### src/design/wmo_pkg.sv
`timescale 1ns / 1ps
// ============================================================================
// wmo_pkg
// Shared constants, codes and types of the wavetable mix oscillator.
// ============================================================================
package wmo_pkg;

    // Default sizing
    localparam int DEF_VOICES     = 4;
    localparam int DEF_TABLE_SIZE = 1024;

    // Voices that own step and gain registers
    localparam int REG_VOICES = 4;
    localparam int RV_W       = $clog2(REG_VOICES);

    // Field widths
    localparam int FRAC_W = 16;
    localparam int STEP_W = 26;
    localparam int GAIN_W = 9;
    localparam int SMP_W  = 8;
    localparam int VSEL_W = 2;
    localparam int TIDX_W = 10;

    localparam int SMP_MAX = (1 << SMP_W) - 1;

    // Gain of 256 is unity
    localparam int UNITY_SH    = 8;
    localparam int INTERP_W    = SMP_W + FRAC_W;
    localparam int SCALED_W    = INTERP_W + GAIN_W;
    localparam int ROUND_SH    = FRAC_W + UNITY_SH;
    localparam int VOICE_OUT_W = SCALED_W + 1 - ROUND_SH;

    // APB port
    localparam int APB_AW    = 5;
    localparam int APB_DW    = 32;
    localparam int REG_IDX_W = APB_AW - 2;

    // Item commands
    localparam logic CMD_TICK  = 1'b0;
    localparam logic CMD_WRITE = 1'b1;

    // Register map, one word each
    typedef enum logic [REG_IDX_W-1:0] {
        REG_STEP_V0,
        REG_STEP_V1,
        REG_STEP_V2,
        REG_STEP_V3,
        REG_GAIN_V0,
        REG_GAIN_V1,
        REG_GAIN_V2,
        REG_GAIN_V3
    } t_reg_idx;

    typedef logic [REG_VOICES-1:0][STEP_W-1:0] t_step_arr;
    typedef logic [REG_VOICES-1:0][GAIN_W-1:0] t_gain_arr;

    // Controller states
    typedef enum logic [2:0] {
        ST_IDLE,
        ST_RD_A,
        ST_RD_B,
        ST_MUL_B,
        ST_SCALE,
        ST_ACCUM,
        ST_REDUCE,
        ST_OUT
    } t_state;

    // Controller to datapath
    typedef struct packed {
        logic wr_table;
        logic start;
        logic rd_a;
        logic rd_b;
        logic mul_a;
        logic mul_b;
        logic scale;
        logic accum;
        logic reduce;
        logic advance;
        logic load_out;
    } t_cmd;

    // Datapath to controller
    typedef struct packed {
        logic red_last;
        logic last_voice;
        logic out_free;
    } t_stat;

endpackage

### src/design/wmo_ctrl.sv
`timescale 1ns / 1ps
// ============================================================================
// wmo_ctrl
// Sequencer: walks each voice through read, interpolate, scale, accumulate
// and phase wrap, then hands the mixed sample to the output register.
// ============================================================================
module wmo_ctrl (
    input  logic            i_clk,
    input  logic            i_rst_n,
    input  logic            i_valid,
    input  logic            i_command,
    output logic            o_ready,
    input  wmo_pkg::t_stat  i_stat,
    output wmo_pkg::t_cmd   o_cmd
);
    import wmo_pkg::*;

    t_state r_state;
    t_state n_state;
    logic   w_accept;

    assign w_accept = i_valid && (r_state == ST_IDLE);

    // State register
    always_ff @(posedge i_clk) begin
        if (!i_rst_n) begin
            r_state <= ST_IDLE;
        end else begin
            r_state <= n_state;
        end
    end

    // Next state
    always_comb begin
        n_state = r_state;
        case (r_state)
            ST_IDLE: begin
                if (w_accept && (i_command == CMD_TICK)) begin
                    n_state = ST_RD_A;
                end
            end
            ST_RD_A:  n_state = ST_RD_B;
            ST_RD_B:  n_state = ST_MUL_B;
            ST_MUL_B: n_state = ST_SCALE;
            ST_SCALE: n_state = ST_ACCUM;
            ST_ACCUM: n_state = ST_REDUCE;
            ST_REDUCE: begin
                if (i_stat.red_last) begin
                    n_state = i_stat.last_voice ? ST_OUT : ST_RD_A;
                end
            end
            ST_OUT: begin
                if (i_stat.out_free) begin
                    n_state = ST_IDLE;
                end
            end
            default: n_state = ST_IDLE;
        endcase
    end

    // Datapath commands
    always_comb begin
        o_cmd   = '0;
        o_ready = 1'b0;
        case (r_state)
            ST_IDLE: begin
                o_ready        = 1'b1;
                o_cmd.wr_table = w_accept && (i_command == CMD_WRITE);
                o_cmd.start    = w_accept && (i_command == CMD_TICK);
            end
            ST_RD_A: o_cmd.rd_a = 1'b1;
            ST_RD_B: begin
                o_cmd.rd_b  = 1'b1;
                o_cmd.mul_a = 1'b1;
            end
            ST_MUL_B: o_cmd.mul_b = 1'b1;
            ST_SCALE: o_cmd.scale = 1'b1;
            ST_ACCUM: o_cmd.accum = 1'b1;
            ST_REDUCE: begin
                o_cmd.reduce  = 1'b1;
                o_cmd.advance = i_stat.red_last;
            end
            ST_OUT: o_cmd.load_out = i_stat.out_free;
            default: ;
        endcase
    end
endmodule

### config.mk
export PLATFORM = sky130hd
export DESIGN_NAME = wmo_ctrl
export DESIGN_NICKNAME = d
export VERILOG_FILES = /design/src/design/wmo_pkg.sv /design/src/design/wmo_ctrl.sv
export SDC_FILE = /design/constraint.sdc
export NUM_CORES = 1
export LEC_CHECK = 0
export BUFFER_PORTS_ARGS = -buffer_cell sky130_fd_sc_hd__buf_2
export CAP_MARGIN = 25
export CORE_AREA = 8 8 45 47
export DETAILED_ROUTE_END_ITERATION = 7
export DIE_AREA = 0 0 53 55
export REMOVE_ABC_BUFFERS = 1
export SYNTH_ARGS = -nofsm -noshare
export SYNTH_HDL_FRONTEND = slang
export SYNTH_SLANG_ARGS = --single-unit
### constraint.sdc
create_clock -name i_clk -period 1.93 [get_ports i_clk]
set_input_delay 0.0965 -clock i_clk [delete_from_list [all_inputs] [get_ports i_clk]]
set_output_delay 0.0965 -clock i_clk [all_outputs]
set_load 0.05 [all_outputs]
== Word level (Yosys, flattened, before mapping) ==
Cells that the tools add are included.

* Flip-flop bits (word level): 3
* Output and inout bits: 12
* Word-level logic and storage cells: 31

* Equality and inequality tests: 10
* Muxes and demuxes: 14
* Bitwise operators: 1
* Reductions and logical operators: 5

{| class="wikitable"
|+ Operators with widths
! kind !! number
|-
| $pmux 3 s8 || 1
|-
| $eq 3x3->1 const B || 4
|-
| $mux 3 || 4
|-
| $eq 3x2->1 const B || 2
|-
| $mux 1 || 6
|-
| $mux 2 || 3
|-
| $ne 2x2->1 const B || 2
|-
| $eq 3x1->1 const B || 1
|-
| $logic_and 1x1->1 || 3
|-
| $logic_not 3->1 || 1
|-
| $reduce_and 3->1 || 1
|-
| $ne 2x1->1 const B || 1
|-
| $not 1->1 || 1
|}

== Longest topological paths before layout ==
* Word-level depth: 5
* Mapped depth: 4
* Depth with buffers taken out: 3

== Worst setup path before layout ==
Ideal clock, no wire load.

* Path kind: reg2out
* Start point: register r_state[1]
* End point: output o_cmd[7] (netlist name)
* Data arrival time: 2.017 ns
* Path slack: -0.183 ns
* Stages on the path, launching flop included: 5
* Path buffers: 2
* Path through: dfxtp_1 > buf_4 > inv_1 > nor3_1 > buf_4

{| class="wikitable"
|+ RTL lines
! what !! line !! text
|-
| start: declaration || wmo_ctrl.sv:18 || <nowiki>t_state r_state;</nowiki>
|-
| start signal: assignment || wmo_ctrl.sv:29 || <nowiki>r_state <= n_state;</nowiki>
|-
| end: declaration || wmo_ctrl.sv:14 || <nowiki>output wmo_pkg::t_cmd o_cmd</nowiki>
|}

==> summary.md <==
| Metric | Value |
|---|---|
| Status | finished, final reports clean |
| Pwr dens | 843 nW/um^2 |
| Starting Density | 21.1% |
| Core Area | 1380 um^2 |
| DR iter-0 viols | 7 |
| # port buffers | 18 |
| Clock sinks | 3 |
| Worst Path Max Fanout | 12 |
| Remaining global-route overflow | 0 |
| Top_reg_cell synth | dfxtp_1 |
| Drt pass-1 iters | 4 |
| Setup-failing EPs final | 0 |
| Clk buf depth | 2 |
| Final hold vios | 0 |
| Row Count | 14 |
| Via count | 305 |
| First-pass GRT wire length | 1.15 mm |
| RSZ-0062 raised after global routing | no |
| Initial antenna violation count | 0 |
| Crit. End Element | output pin |
| Critical Setup Path Class | reg -> out |
| CTS tree | yes |
| GPL Wtd Cong | 0.692 |
| Area Overhead vs Synth | 35.2% |
| Number of routed nets with antenna violations | 0 |
| Worst slew pin tran | 0.458 ns |
| Hold Crit Class | in -> reg |
| Netlist cell types | 21 |
| Ranking of synthesized cells by area | dfxtp_1, nor2b_1, buf_4 |
| Max VDD drop | 0.259 mV |
| Post-route DRC | 0 |
| Worst endpoint required time | 1.83 ns |
| Top flop regs | r_state x3 |
| Post-CTS resize count | 0 |
| Vias in the first global route | 311 |
| Total of max-cap violations | 0 |
| Most numerous cell in the Yosys netlist | nor2b_1 |
| Dpl hpwl | 597 um |
| Largest Register | r_state |
| Io pins | 19 |
| WL per Instance | 10.3 um |
| Root buffer cell | clkbuf_4 |
| Post-CTS setup buffer count | 0 |
| Leakage | 0.193 nW |
| Max reg flops | 3 |
| Chip width | 53 um |
| DR vias/cell | 4.30 |
| DP Area | 368 um^2 |
| Die height | 55 um |
| Number of synthesized flops with an enable pin | 0 |
| Clk slew on worst S/H paths | 0.04 ns |
| Fin nets | 63 |
| Data arrival, critical path | 1.44 ns |
| Post-Synthesis Cells | 37 |
| Relative slew slack | 69.4% |
| Setup TNS | 0 ns |
| Clock skew | 0.000681 ns |
| Mean Syn Cell Area | 7.88 um^2 |
| Register area share after synthesis | 20.6% |
| Slew Limit Fails | 0 |
| Final hold slack | 0.115 ns |
| Dominant cell type by area after synthesis | dfxtp_1 |
| Top cell type's share of synthesized area | 20.6% |
| Largest net degree at the start of global routing | 16 |
| Num CTS Buffers | 3 |
| Die Area | 2920 um^2 |
| GRT Resource Usage Total | 5.30% |
| Post-CTS Hold Buffers | 0 |
| Async SR Flop Fraction | 0% |
| Design area | 394 um^2 |
| Layout cells sized above 1 | 47.3% |
| Post-synthesis register bit count | 3 |
| Antenna Cells | 0 |
| Fmax | 649 MHz |
| Worst setup SP type | flip-flop |
| Mapped Area | 292 um^2 |
| CTS H-tree depth | 1 |
| Ys Warns | 0 |
| Worst-Skew Late Latency | 0.23 ns |
| Final Critical Period | 1.54 ns |
| Fin crit share | 79.9% |
| Detailed Route WL | 734 um |
layout by cell type (no fill, tap or decap), drive strengths merged:
master | netlist | routed
o41ai | 1 | 1
nand2 | 4 | 4
o21ai | 1 | 1
nor2b | 5 | 5
o21a | 1 | 1
inv | 1 | 1
a311oi | 1 | 1
nor2 | 4 | 4
buf | 4 | 18
and2 | 2 | 2
nor3 | 2 | 2
nor3b | 3 | 3
a211o | 1 | 1
a21oi | 2 | 2
o31a | 1 | 1
and3 | 1 | 1
clkbuf | 0 | 4
dfxtp | 3 | 3
layer usage:
metal | global-route usage [%] | routed length [um] | up-vias
met4 | 3.88 | 0 | 0
met5 | 0 | 0 | -
met2 | 10.5 | 449 | 4
li1 | - | - | 161
met1 | 3.64 | 233 | 140
met3 | 2.67 | 51 | 0
stage by stage:
stage                     utilization, %  power, W  std cells  setup slack (ns)
after CTS                           28.5  0.000343         71             0.374
after floorplan                        -  0.000191         33            -0.833
after global routing                28.5  0.000358         71             0.251
after global placement              26.6  0.000226         67             0.639
after detailed placement            26.6  0.000227         67             0.636
final                               28.5  0.000332         71             0.389
power by group:
group	internal [W]	total [W]	switching [W]
logic	0.0000405	0.000135	0.0000945
registers	0.0000687	0.0000891	0.0000204
clock network	0.0000774	0.000108	0.0000309
area by class of cell:
cell class | count | area (um^2)
clock buffer | 4 | 26.3
fill | 156 | 990
inverter | 1 | 3.75
multi-input combinational | 29 | 194
sequential | 3 | 60.1
tap | 16 | 20.0
timing repair buffer | 18 | 90.1
cells by family (layout without fill, tap and decap cells):
group                  count (synthesis)  after routing  synth area share [%]
AO/OA/AOI/OAI                          8              8                  24.5
flip-flops                             3              3                  20.6
AND/OR/NAND/NOR                       21             21                  42.1
buffers and inverters                  5             23                  12.9
worst max-delay path, stage by stage, from the launching register on:
cell and delay [ns]:
dfxtp_1 0.56, nor2b_1 0.25, nor2b_1 0.14, buf_2 0.27
path summary, 6_finish.rpt:
path                                  from          to  slack [ns]  depth (start not counted)
worst min-delay path               i_rst_n  r_state[2]        0.12                          2
worst max-delay path            r_state[2]    o_cmd[4]        0.39                          3
worst max register to register  r_state[2]  r_state[0]        0.75                          3
worst min register to register  r_state[1]  r_state[0]        0.67                          1
No activity file was read; power rests on OpenSTA's default activity.
