[src/design/wmo_pkg.sv]
`timescale 1ns / 1ps
// ============================================================================
// wmo_pkg
// Shared constants, codes and types of the wavetable mix oscillator.
// ============================================================================
package wmo_pkg;

    // Default sizing
    localparam int DEF_VOICES     = 4;
    localparam int DEF_TABLE_SIZE = 1024;

    // Voices that own step and gain registers
    localparam int REG_VOICES = 4;
    localparam int RV_W       = $clog2(REG_VOICES);

    // Field widths
    localparam int FRAC_W = 16;
    localparam int STEP_W = 26;
    localparam int GAIN_W = 9;
    localparam int SMP_W  = 8;
    localparam int VSEL_W = 2;
    localparam int TIDX_W = 10;

    localparam int SMP_MAX = (1 << SMP_W) - 1;

    // Gain of 256 is unity
    localparam int UNITY_SH    = 8;
    localparam int INTERP_W    = SMP_W + FRAC_W;
    localparam int SCALED_W    = INTERP_W + GAIN_W;
    localparam int ROUND_SH    = FRAC_W + UNITY_SH;
    localparam int VOICE_OUT_W = SCALED_W + 1 - ROUND_SH;

    // APB port
    localparam int APB_AW    = 5;
    localparam int APB_DW    = 32;
    localparam int REG_IDX_W = APB_AW - 2;

    // Item commands
    localparam logic CMD_TICK  = 1'b0;
    localparam logic CMD_WRITE = 1'b1;

    // Register map, one word each
    typedef enum logic [REG_IDX_W-1:0] {
        REG_STEP_V0,
        REG_STEP_V1,
        REG_STEP_V2,
        REG_STEP_V3,
        REG_GAIN_V0,
        REG_GAIN_V1,
        REG_GAIN_V2,
        REG_GAIN_V3
    } t_reg_idx;

    typedef logic [REG_VOICES-1:0][STEP_W-1:0] t_step_arr;
    typedef logic [REG_VOICES-1:0][GAIN_W-1:0] t_gain_arr;

    // Controller states
    typedef enum logic [2:0] {
        ST_IDLE,
        ST_RD_A,
        ST_RD_B,
        ST_MUL_B,
        ST_SCALE,
        ST_ACCUM,
        ST_REDUCE,
        ST_OUT
    } t_state;

    // Controller to datapath
    typedef struct packed {
        logic wr_table;
        logic start;
        logic rd_a;
        logic rd_b;
        logic mul_a;
        logic mul_b;
        logic scale;
        logic accum;
        logic reduce;
        logic advance;
        logic load_out;
    } t_cmd;

    // Datapath to controller
    typedef struct packed {
        logic red_last;
        logic last_voice;
        logic out_free;
    } t_stat;

endpackage

[src/design/wmo_regs.sv]
`timescale 1ns / 1ps
// ============================================================================
// wmo_regs
// APB register file holding the per-voice step and gain settings.
// ============================================================================
module wmo_regs (
    input  logic                         i_clk,
    input  logic                         i_rst_n,
    input  logic                         psel,
    input  logic                         penable,
    input  logic                         pwrite,
    input  logic [wmo_pkg::APB_AW-1:0]   paddr,
    input  logic [wmo_pkg::APB_DW-1:0]   pwdata,
    output logic [wmo_pkg::APB_DW-1:0]   prdata,
    output logic                         pready,
    output wmo_pkg::t_step_arr           o_step,
    output wmo_pkg::t_gain_arr           o_gain
);
    import wmo_pkg::*;

    t_step_arr r_step;
    t_gain_arr r_gain;
    t_reg_idx  w_idx;
    logic      w_wr;

    assign w_idx  = t_reg_idx'(paddr[APB_AW-1:2]);
    assign w_wr   = psel && penable && pwrite;
    assign pready = 1'b1;

    // Register writes
    always_ff @(posedge i_clk) begin
        if (!i_rst_n) begin
            r_step <= '0;
            r_gain <= '0;
        end else if (w_wr) begin
            case (w_idx)
                REG_STEP_V0: r_step[0] <= pwdata[STEP_W-1:0];
                REG_STEP_V1: r_step[1] <= pwdata[STEP_W-1:0];
                REG_STEP_V2: r_step[2] <= pwdata[STEP_W-1:0];
                REG_STEP_V3: r_step[3] <= pwdata[STEP_W-1:0];
                REG_GAIN_V0: r_gain[0] <= pwdata[GAIN_W-1:0];
                REG_GAIN_V1: r_gain[1] <= pwdata[GAIN_W-1:0];
                REG_GAIN_V2: r_gain[2] <= pwdata[GAIN_W-1:0];
                REG_GAIN_V3: r_gain[3] <= pwdata[GAIN_W-1:0];
                default: ;
            endcase
        end
    end

    // Read mux
    always_comb begin
        prdata = '0;
        case (w_idx)
            REG_STEP_V0: prdata = APB_DW'(r_step[0]);
            REG_STEP_V1: prdata = APB_DW'(r_step[1]);
            REG_STEP_V2: prdata = APB_DW'(r_step[2]);
            REG_STEP_V3: prdata = APB_DW'(r_step[3]);
            REG_GAIN_V0: prdata = APB_DW'(r_gain[0]);
            REG_GAIN_V1: prdata = APB_DW'(r_gain[1]);
            REG_GAIN_V2: prdata = APB_DW'(r_gain[2]);
            REG_GAIN_V3: prdata = APB_DW'(r_gain[3]);
            default:     prdata = '0;
        endcase
    end

    assign o_step = r_step;
    assign o_gain = r_gain;
endmodule

[config.mk]
export PLATFORM = sky130hd
export DESIGN_NAME = wmo_regs
export DESIGN_NICKNAME = d
export VERILOG_FILES = /design/src/design/wmo_pkg.sv /design/src/design/wmo_regs.sv
export SDC_FILE = /design/constraint.sdc
export NUM_CORES = 1
export LEC_CHECK = 0
export CORE_ASPECT_RATIO = 1.25
export CORE_MARGIN = 2
export CORE_UTILIZATION = 50
export DETAILED_ROUTE_END_ITERATION = 12
export DONT_BUFFER_PORTS = 1
export PLACE_DENSITY = 0.64
export SYNTH_ARGS = -nofsm -noshare
export SYNTH_HDL_FRONTEND = slang
export SYNTH_SLANG_ARGS = --single-unit
[constraint.sdc]
create_clock -name i_clk -period 2.3 [get_ports i_clk]
set_input_delay 0.23 -clock i_clk [delete_from_list [all_inputs] [get_ports i_clk]]
set_output_delay 0.23 -clock i_clk [all_outputs]
set_load 0.05 [all_outputs]
=== After elaboration in Yosys (flattened, before gate mapping) ===
Index checks and enable logic that the tools add are counted.

* Eq/ne operators: 7
* Mux-type cells: 1
* Reduce and logical (&&, ||, !) cells: 11

{| class="wikitable"
|+ Operators by type and width
! kind !! count
|-
| 32-bit one-hot mux with 8 select lines || 1
|-
| 2-bit AND reduction || 8
|-
| 3-bit equality test, second input constant || 4
|-
| 3-bit by 2-bit equality test with 1-bit output, second input constant || 2
|-
| 3-bit by 1-bit equality test with 1-bit output, second input constant || 1
|-
| 3-bit zero test || 1
|-
| 1-bit logical AND || 2
|}

* Flip-flop bits (word level): 140
* Output and inout port bits: 173

=== Depth between registers and ports, before layout ===
Gate-level depths: netlist (run 1).

* Depth in word-level cells: 3
* Depth in mapped cells: 5
* Mapped depth without buffers: 3

=== Worst setup path before layout (run 1) ===
No wires, ideal clock.

* Path type: input to output
* From: input port paddr[3] (netlist bit)
* To: output port prdata[25] (netlist bit)
* Data arrival time: 1.737 ns
* Setup slack: 0.333 ns
* Stages on the path: 5
* Path through: buf_2 > buf_2 > buf_2 > mux4_2 > nor2b_1

* Word-level cells in the longest chain between the ends: 2

{| class="wikitable"
|+ Ends and longest elaborated chain
! element !! RTL line !! source
|-
| from (decl) || wmo_regs.sv:12 || <nowiki>input logic [wmo_pkg::APB_AW-1:0] paddr,</nowiki>
|-
| 3-bit equality test (tied with other cells) || wmo_regs.sv:53 || <nowiki>case (w_idx)</nowiki>
|-
| 32-bit one-hot mux with 8 select lines (*) || wmo_regs.sv:53 ||
|-
| to (decl) || wmo_regs.sv:14 || <nowiki>output logic [wmo_pkg::APB_DW-1:0] prdata,</nowiki>
|}

Mark *: on every way between the ends. The rest lies on a longest branch, timed or not. The select of a mux whose other input is x is not followed.

=== Final worst setup path (run 1) ===
* From: register r_step (netlist bit o_step[30])
* To: output port prdata[4] (netlist bit)

* Word-level cells in the longest chain between the ends: 1

{| class="wikitable"
|+ Ends and longest elaborated chain
! element !! RTL line !! source
|-
| from (decl) || wmo_regs.sv:21 || <nowiki>t_step_arr r_step;</nowiki>
|-
| 32-bit one-hot mux with 8 select lines || wmo_regs.sv:53 ||
|}

Every way passes these cells. The select of a mux whose other input is x is not followed.

==> results.txt, run 1 <==
----------------------------------------------------
[Synth]
  Top cell type by total area after synthesis ... sky130_fd_sc_hd__dfxtp_1
  Per-instance average area after synthesis ... 10.1 um^2
  Number of distinct standard cells referenced by the synthesized netlist ... 24
  Leading cell types by total area after synthesis ... sky130_fd_sc_hd__dfxtp_1 (45%), sky130_fd_sc_hd__mux2i_1 (24%), sky130_fd_sc_hd__nand2_1 (11%), sky130_fd_sc_hd__mux4_2 (6.1%), sky130_fd_sc_hd__nor2b_1 (2.6%)
  Post-Synthesis Cells ... 623
  Synthesized area ... 6290 um^2
  Synth Warn # ... 0
  Share of Yosys cell area claimed by the top area cell type ... 44.6%
  Proportion of synthesized chip area in sequential cells ... 44.6%
  Flip-flop and latch count after synthesis ... 140

[Global routing]
  Global-route wire length before repair ... 28300 um
  Overall global routing resource usage ... 27.1%
  Grt ovf ... 0
  Initial antenna violation count ... 0
  Largest net degree at the start of global routing ... 107
  Number of global-route vias before repair ... 5379

[Worst hold path]
  Path type of the worst min-delay path ... in -> reg

[Clock tree]
  Post-CTS setup buffer count ... 0
  Clock latency reported for the late side of the worst-skew pair ... 0.41 ns
  Clk Tree Root Cell ... sky130_fd_sc_hd__clkbuf_16
  Number of sinks driven by the clock tree ... 140
  Cts bufs inserted ... 17
  Number of H-tree levels ... 4
  TritonCTS clock tree ... yes
  Maximum clock insertion buffer count ... 2
  CTS clock-pin slew for the worst setup and hold paths ... 0.06 ns

[Cells and area]
  Final Non-Filler Cells ... 917
  Antenna fix cells ... 0
  Finished Cell Area ... 8090 um^2
  Fraction of layout instances using a drive strength above 1 ... 23.2%
  Syn-to-layout area delta ... 28.7%
  Count of nets after finishing ... 783

[Floorplanning]
  Floorplan die area ... 13500 um^2
  Standard-cell row count ... 45
  Die Span Y ... 129 um
  Width of the die ... 104 um
  Initial cell density of the core ... 51.5%
  Core area ... 12200 um^2
  Top-level I/O count ... 215

[Power]
  Leakage ... 3.35 nW
  Cell Pwr Density ... 704 nW/um^2
  Worst supply voltage drop on vdd ... 533 uV

[Worst setup path]
  Type of the worst setup path ... reg -> out
  Type of origin of the critical path ... register
  Arrival time of the worst setup path ... 1.82 ns
  CP max FO ... 3
  WP data required ... 2.07 ns
  Kind of end point of the critical path ... output pin

[Placement]
  Number of buffers added on ports ... 0
  Instance area at placement ... 7160 um^2
  Gpl congestion ... 0.827
  Estimated wirelength of the detail-placed design ... 11500 um
  Number of cells in the design after placement ... 857

[Timing]
  Achievable clock frequency ... 487 MHz
  Total Negative Setup Slacks ... 0 ns
  Min Clock Period, post-route ... 2.05 ns
  Worst-margin pin slew ... 0.878 ns
  Hold Violations, Final ... 0
  Max-slew headroom at the worst pin ... 41.3%
  RSZ-0062 raised after global routing ... false
  Final count of pins violating max slew ... 0
  Period utilization ... 89.3%
  Final setup violating endpoints ... 0
  Post-route clock skew ... 0 ns

[Detailed routing]
  Via-per-instance ratio ... 5.56
  Vias ... 5097
  Wire per inst ... 20.1 um
  Detailed-routing iteration count for the pre-antenna-repair pass ... 4
  Antenna Nets Post-Route ... 0
  Residual DRC count ... 0
  Wirelength, routed ... 18400 um
  Initial DRC Count ... 204

[Job]
  Number of max-capacitance violations reported ... 0

[Run status]
  Outcome ... finished, final reports clean

----------------------------------------------------
critical path, stage by stage, from the launching register on:
cell                      delay [ns]
sky130_fd_sc_hd__dfxtp_1        0.32
sky130_fd_sc_hd__buf_4          0.21
sky130_fd_sc_hd__inv_1          0.06
sky130_fd_sc_hd__o32ai_1        0.27
sky130_fd_sc_hd__o32a_1         0.55
placed cells by master, fill, tap and decap left out, types with 17 or more instances in the layout:
| master | instances |
|---|---|
| sky130_fd_sc_hd__clkbuf_16 | 17 |
| sky130_fd_sc_hd__mux2i_1 | 149 |
| sky130_fd_sc_hd__mux4_2 | 17 |
| sky130_fd_sc_hd__dlygate4sd3_1 | 28 |
| sky130_fd_sc_hd__nand2_1 | 177 |
| sky130_fd_sc_hd__buf_4 | 112 |
| sky130_fd_sc_hd__dfxtp_1 | 140 |
| sky130_fd_sc_hd__nor2b_1 | 26 |
path summary, 6_finish.rpt:
| check | startpoint | to | slack, ns | cells after the start |
|---|---|---|---|---|
| max reg2reg | o_step[93] | o_step[93] | 0.74 | 3 |
| min | pwdata[11] | o_step[11] | 0.04 | 2 |
| max | o_step[30] | prdata[4] | 0.25 | 4 |
| min reg2reg | o_gain[32] | o_gain[32] | 0.65 | 3 |
power breakdown:
group          leakage [nW]  switching [mW]  total [mW]  internal, mW
clock                 0.302            1.03        2.89          1.86
combinational          1.92           0.240       0.337        0.0974
sequential             1.13          0.0305        2.47          2.44
per-stage QoR:
| stage | setup slack, ns | hold slack (ns) | power (mW) | utilization [%] |
|---|---|---|---|---|
| finish | 0.246 | 0.0354 | 5.70 | 66.2 |
| global route | 0.144 | 0.0471 | 5.85 | 66.2 |
| CTS | 0.240 | 0.0248 | 5.73 | 66.2 |
| detailed placement | 0.477 | 0.395 | 2.82 | 58.6 |
| global placement | 0.491 | 0.389 | 2.82 | 58.6 |
| floorplan | 0.333 | 0.434 | 2.83 | - |
area by class of cell:
class                   count  area, um^2
clock buffers              20         457
repair buffers            145        1230
fillers                   994        4130
flip-flops and latches    140        2800
well taps                 164         205
multi-input cells         428        3200
clock inverters            11         168
inverters                   9        33.8
cell usage after synthesis:
| cell | n |
|---|---|
| sky130_fd_sc_hd__nand4_4 | 1 |
| sky130_fd_sc_hd__conb_1 | 2 |
| sky130_fd_sc_hd__mux2i_1 | 149 |
| sky130_fd_sc_hd__o22ai_1 | 9 |
| sky130_fd_sc_hd__buf_1 | 1 |
| sky130_fd_sc_hd__a22o_1 | 9 |
| sky130_fd_sc_hd__nand2_1 | 177 |
| sky130_fd_sc_hd__nor2b_1 | 26 |
| sky130_fd_sc_hd__o32ai_1 | 9 |
| sky130_fd_sc_hd__buf_6 | 5 |
| sky130_fd_sc_hd__and3b_1 | 1 |
| sky130_fd_sc_hd__nand2b_1 | 2 |
| sky130_fd_sc_hd__nand4b_4 | 1 |
| sky130_fd_sc_hd__or2_2 | 1 |
| sky130_fd_sc_hd__nor2_4 | 6 |
| sky130_fd_sc_hd__inv_1 | 9 |
| sky130_fd_sc_hd__or3_1 | 3 |
| sky130_fd_sc_hd__clkbuf_1 | 23 |
| sky130_fd_sc_hd__o32a_1 | 9 |
| sky130_fd_sc_hd__buf_4 | 8 |
| sky130_fd_sc_hd__nor2_1 | 1 |
| sky130_fd_sc_hd__dfxtp_1 | 140 |
| sky130_fd_sc_hd__buf_2 | 14 |
| sky130_fd_sc_hd__mux4_2 | 17 |
metal layers:
layer  vias to the layer above  part of all wire, %  global-route usage (%)
met5                         -                    0                       0
met2                       196                   53                    50.3
met1                      2489                   37                    28.9
met3                        34                  7.8                    8.75
li1                       2378                    -                       -
met4                         0                  2.1                    9.30
cell families (layout without fill, tap and decap cells):
group / Yosys count / in the layout / share of synthesized area, %
other cells: 2 / 7 / 0.119
flops: 140 / 140 / 44.6
simple gates: 219 / 219 / 15.7
compound gates: 36 / 36 / 4.83
mux: 166 / 166 / 29.8
buf+inv: 60 / 185 / 4.93
sequential cells by signal (all words and copies together) (netlist names):
register and cells:
o_step 104, o_gain 36
what timing repair did:
action | in CTS | in global routing
endpoints found under the hold margin | 133 | 0
setup endpoints to repair | 0 | 0
resized for setup | 0 | 0
hold buffers | 29 | 0
Note: power is estimated with default switching activity, not from simulation.
==> run 2: changes to the inputs <==
Settings changed: ABC_AREA from default to 1.
Clock period 2.3 ns to 2.1 ns, I/O delays scaled along.
==> run 2 against run 1 <==
  * Area after synthesis rose by 3.4%
  * Cell count rose by 33%
  * Utilization rose by 4.3 points
==> results.txt, run 2 <==
----------------------------------------------------
[Run status]
  Outcome ... finished, final reports clean (unchanged)

[Global routing]
  Initial antenna violation count ... 0 (unchanged)
  Number of global-route vias before repair ... 7033 (was 5379)
  Largest net degree at the start of global routing ... 139 (was 107)
  Grt ovf ... 0 (unchanged)
  Overall global routing resource usage ... 34.5% (was 27.1%)
  Global-route wire length before repair ... 37800 um (was 28300 um)

[Power]
  Part of the total power dissipated in sequential elements ... 40.7% (was 43.4%)
  Overall power ... 6.64 mW (was 5.70 mW)
  Cell-internal power ... 4.95 mW (was 4.40 mW)
  Leakage ... 3.86 nW (was 3.35 nW)
  Clock Power Share ... 49.7% (was 50.7%)
  Switching fraction of total power ... 25.5% (was 22.8%)
  Worst supply voltage drop on vdd ... 495 uV (was 533 uV)
  Sw Pwr ... 1.69 mW (was 1.30 mW)
  Combinational Power Share ... 9.6% (was 5.9%)
  Cell Pwr Density ... 741 nW/um^2 (was 704 nW/um^2)

[Worst setup path]
  Slowest stage cell, crit path ... sky130_fd_sc_hd__dlygate4sd3_1 (was sky130_fd_sc_hd__o32a_1)
  Top cell by count, worst path ... sky130_fd_sc_hd__dlygate4sd3_1
  Count of cell instances traversed by the critical path ... 7 (was 4)
  Type of origin of the critical path ... primary input (was register)
  Number of buffer and inverter stages on the critical path ... 3 (was 2)
  WP data required ... 2.47 ns (was 2.07 ns)
  Kind of cell adding the most delay to the critical path ... buffers and inverters (was compound AO/OA/AOI/OAI gates)
  Ordered list of cells on the worst path ... inv_2 -> nand3_4 -> nor2_4 -> o21ai_0 -> dlygate4sd3_1 -> nor2_1 -> dlygate4sd3_1 (was buf_4 -> inv_1 -> o32ai_1 -> o32a_1)
  Type of the worst setup path ... in -> reg (was reg -> out)
  Arrival time of the worst setup path ... 2.38 ns (was 1.82 ns)
  Path depth of the worst reg2reg path ... 5 (was 3)
  Critical Path Max Stage Delay ... 0.56 ns (was 0.55 ns)
  Register-to-register setup slack ... 0.20 ns (was 0.74 ns)
  Kind of end point of the critical path ... register (was output pin)
  CP max FO ... 41 (was 3)

[Timing]
  Period utilization ... 95.5%
  Achievable clock frequency ... 499 MHz
  Final count of pins violating max slew ... 0 (unchanged)
  RSZ-0062 raised after global routing ... false (unchanged)
  Max-slew headroom at the worst pin ... 57.5% (was 41.3%)
  Worst-margin pin slew ... 0.636 ns (was 0.878 ns)
  Hold Violations, Final ... 0 (unchanged)
  Min Clock Period, post-route ... 2.01 ns
  Post-route clock skew ... 0 ns (unchanged)
  Total Negative Setup Slacks ... 0 ns (unchanged)
  Final setup violating endpoints ... 0 (unchanged)
  Worst Slack Setup Final ... 0.0943 ns (was 0.246 ns)

[Worst hold path]
  Worst hold path stage count ... 3 (was 2)
  Path type of the worst min-delay path ... in -> reg (unchanged)

[Cells and area]
  Commonest non-fill, non-tap cell in the layout ... sky130_fd_sc_hd__nor2_1 (was sky130_fd_sc_hd__nand2_1)
  Fraction of layout instances using a drive strength above 1 ... 22.5% (was 23.2%)
  Combined area of the multi-input logic cells ... 3200 um^2 (about the same)
  Antenna fix cells ... 0 (unchanged)
  Sequential cell area in the final layout ... 2800 um^2 (unchanged)
  Highest-count cells in the layout ignoring fill and taps ... sky130_fd_sc_hd__nor2_1 (176), sky130_fd_sc_hd__buf_4 (150), sky130_fd_sc_hd__dfxtp_1 (140) (was sky130_fd_sc_hd__nand2_1 (177), sky130_fd_sc_hd__mux2i_1 (149), sky130_fd_sc_hd__dfxtp_1 (140))
  Largest register FFs ... 104 (unchanged)
  Fill cell count ... 1022 (was 994)
  Final Non-Filler Cells ... 1224 (was 917)
  Syn-to-layout area delta ... 37.9% (was 28.7%)
  Count of nets after finishing ... 1085 (was 783)

[Synth]
  Synthesized area ... 6500 um^2 (was 6290 um^2)
  Mux share of post-synthesis cell area ... 0% (was 29.8%)
  Leading cell types by total area after synthesis ... sky130_fd_sc_hd__dfxtp_1 (43%), sky130_fd_sc_hd__nor2_1 (10%), sky130_fd_sc_hd__nor3_1 (10%), sky130_fd_sc_hd__o21ai_0 (9.5%), sky130_fd_sc_hd__nand4_1 (6.7%) (was sky130_fd_sc_hd__dfxtp_1 (45%), sky130_fd_sc_hd__mux2i_1 (24%), sky130_fd_sc_hd__nand2_1 (11%), sky130_fd_sc_hd__mux4_2 (6.1%), sky130_fd_sc_hd__nor2b_1 (2.6%))
  Per-instance average area after synthesis ... 7.26 um^2 (was 10.1 um^2)
  Flip-flop cell with the highest count after synthesis ... sky130_fd_sc_hd__dfxtp_1 (unchanged)
  EDFF count, synth ... 0 (unchanged)
  Synthesized-area fraction occupied by ao, oa, aoi and oai cells ... 10.8% (was 4.83%)
  Parity-gate share of the synthesized area counting xor and xnor cells ... 0% (unchanged)
  Number of distinct standard cells referenced by the synthesized netlist ... 23 (was 24)
  Main combinational cell family by area after synthesis ... simple AND/OR/NAND/NOR gates (was multiplexers)
  Top cell type by total area after synthesis ... sky130_fd_sc_hd__dfxtp_1 (unchanged)
  Share of Yosys cell area claimed by the top area cell type ... 43.1% (was 44.6%)
  Post-Synthesis Cells ... 896 (was 623)
  Synth Warn # ... 0 (unchanged)
  Flip-flop and latch count after synthesis ... 140 (unchanged)
  Proportion of register bits with asynchronous set or reset after synthesis ... 0% (unchanged)
  Most frequent cell after synthesis ... sky130_fd_sc_hd__nor2_1 (was sky130_fd_sc_hd__nand2_1)
  Area share of and/or/nand/nor cells after synthesis ... 37.9% (was 15.7%)
  Adder-cell share of the synthesized area ... 0% (unchanged)
  Proportion of synthesized chip area in sequential cells ... 43.1% (was 44.6%)
  Leading post-synthesis cells by instance count ... sky130_fd_sc_hd__nor2_1 (176), sky130_fd_sc_hd__dfxtp_1 (140), sky130_fd_sc_hd__nor3_1 (131) (was sky130_fd_sc_hd__nand2_1 (177), sky130_fd_sc_hd__mux2i_1 (149), sky130_fd_sc_hd__dfxtp_1 (140))

[Clock tree]
  CTS clock-pin slew for the worst setup and hold paths ... 0.07 ns (was 0.06 ns)
  Maximum clock insertion buffer count ... 2 (unchanged)
  Clk Tree Root Cell ... sky130_fd_sc_hd__clkbuf_16 (unchanged)
  Number of gates given a new drive strength after cts ... 0 (unchanged)
  Number of sinks driven by the clock tree ... 140 (unchanged)
  Cts bufs inserted ... 17 (unchanged)
  Clock latency reported for the late side of the worst-skew pair ... 0.42 ns (was 0.41 ns)
  Post-CTS setup buffer count ... 0 (unchanged)
  TritonCTS clock tree ... yes (unchanged)
  Number of H-tree levels ... 4 (unchanged)

[Floorplanning]
  Width of the die ... 106 um (was 104 um)
  Floorplan die area ... 13900 um^2 (was 13500 um^2)
  Standard-cell row count ... 46 (was 45)
  Initial cell density of the core ... 51.1% (was 51.5%)
  Die Span Y ... 131 um (was 129 um)
  Top-level I/O count ... 215 (unchanged)
  Core area ... 12700 um^2 (was 12200 um^2)

[Placement]
  Gpl congestion ... 0.866 (was 0.827)
  Estimated wirelength of the detail-placed design ... 15400 um (was 11500 um)
  Pre-CTS setup slack ... 0.363 ns (was 0.477 ns)
  Number of cells in the design after placement ... 1161 (was 857)
  Number of buffers added on ports ... 0 (unchanged)

[Detailed routing]
  Wire per inst ... 20.1 um (about the same)
  Detailed-routing iteration count for the pre-antenna-repair pass ... 6 (was 4)
  Wirelength, routed ... 24600 um (was 18400 um)
  Vias ... 7334 (was 5097)
  Antenna Nets Post-Route ... 0 (unchanged)
  Via-per-instance ratio ... 5.99 (was 5.56)
  Initial DRC Count ... 544 (was 204)
  Residual DRC count ... 0 (unchanged)

[Job]
  Number of max-capacitance violations reported ... 0 (unchanged)

----------------------------------------------------
## run 2: timing repair
item                       CTS  global route
setup endpoints to repair    0             0
hold endpoints to repair   140             0
hold buffers                31             0
## run 2: final timing paths
check / start / endpoint
setup / recovery: paddr[3] / o_gain[14]
hold / removal: paddr[4] / o_gain[8]
setup reg to reg: o_gain[14] / o_gain[14]
hold reg to reg: o_gain[31] / o_gain[31]
## run 2: power by group through the flow
stage               combinational, mW  sequential, mW  clock [mW]
finish                          0.639            2.70        3.30
global route                    0.664            2.70        3.43
CTS                             0.626            2.70        3.31
detailed placement              0.500            2.76           0
global placement                0.492            2.76           0
floorplan                       0.318            2.89           0
## run 2: cell type report
class                           count  area share [%]
Timing Repair Buffer              210            22.7
Tap cell                          168            2.34
Clock inverter                     12            2.04
Multi-Input combinational cell    657            35.7
Inverter                           17           0.768
Clock buffer                       20            5.21
Sequential cell                   140            31.3
## run 2: layer usage
layer,track usage [%],wire length [um],up-vias,share of wire [%]
met3,10.3,2570,70,10
met4,17.6,1050,0,4.3
met2,58.0,12200,453,50
met5,0,0,-,0
li1,-,-,3355,-
met1,39.3,8740,3456,36
## run 2: logic make-up after synthesis
group,Yosys count
simple gates,510
compound gates,140
flops,140
buf+inv,104
other cells,2
## run 2: tightest hold or removal path: cells and delay by family
family,cells,cell delay [ns]
AND/OR/NAND/NOR,3,0.27
## run 2: through the flow
step | hold WS [ns] | cell area (um^2) | util (%)
floorplan | 0.351 | 6520 | -
global placement | 0.354 | 7990 | 62.8
detailed placement | 0.361 | 7990 | 62.8
CTS | 0.0689 | 8970 | 70.5
global route | 0.0863 | 8970 | 70.5
finish | 0.0776 | 8970 | 70.5
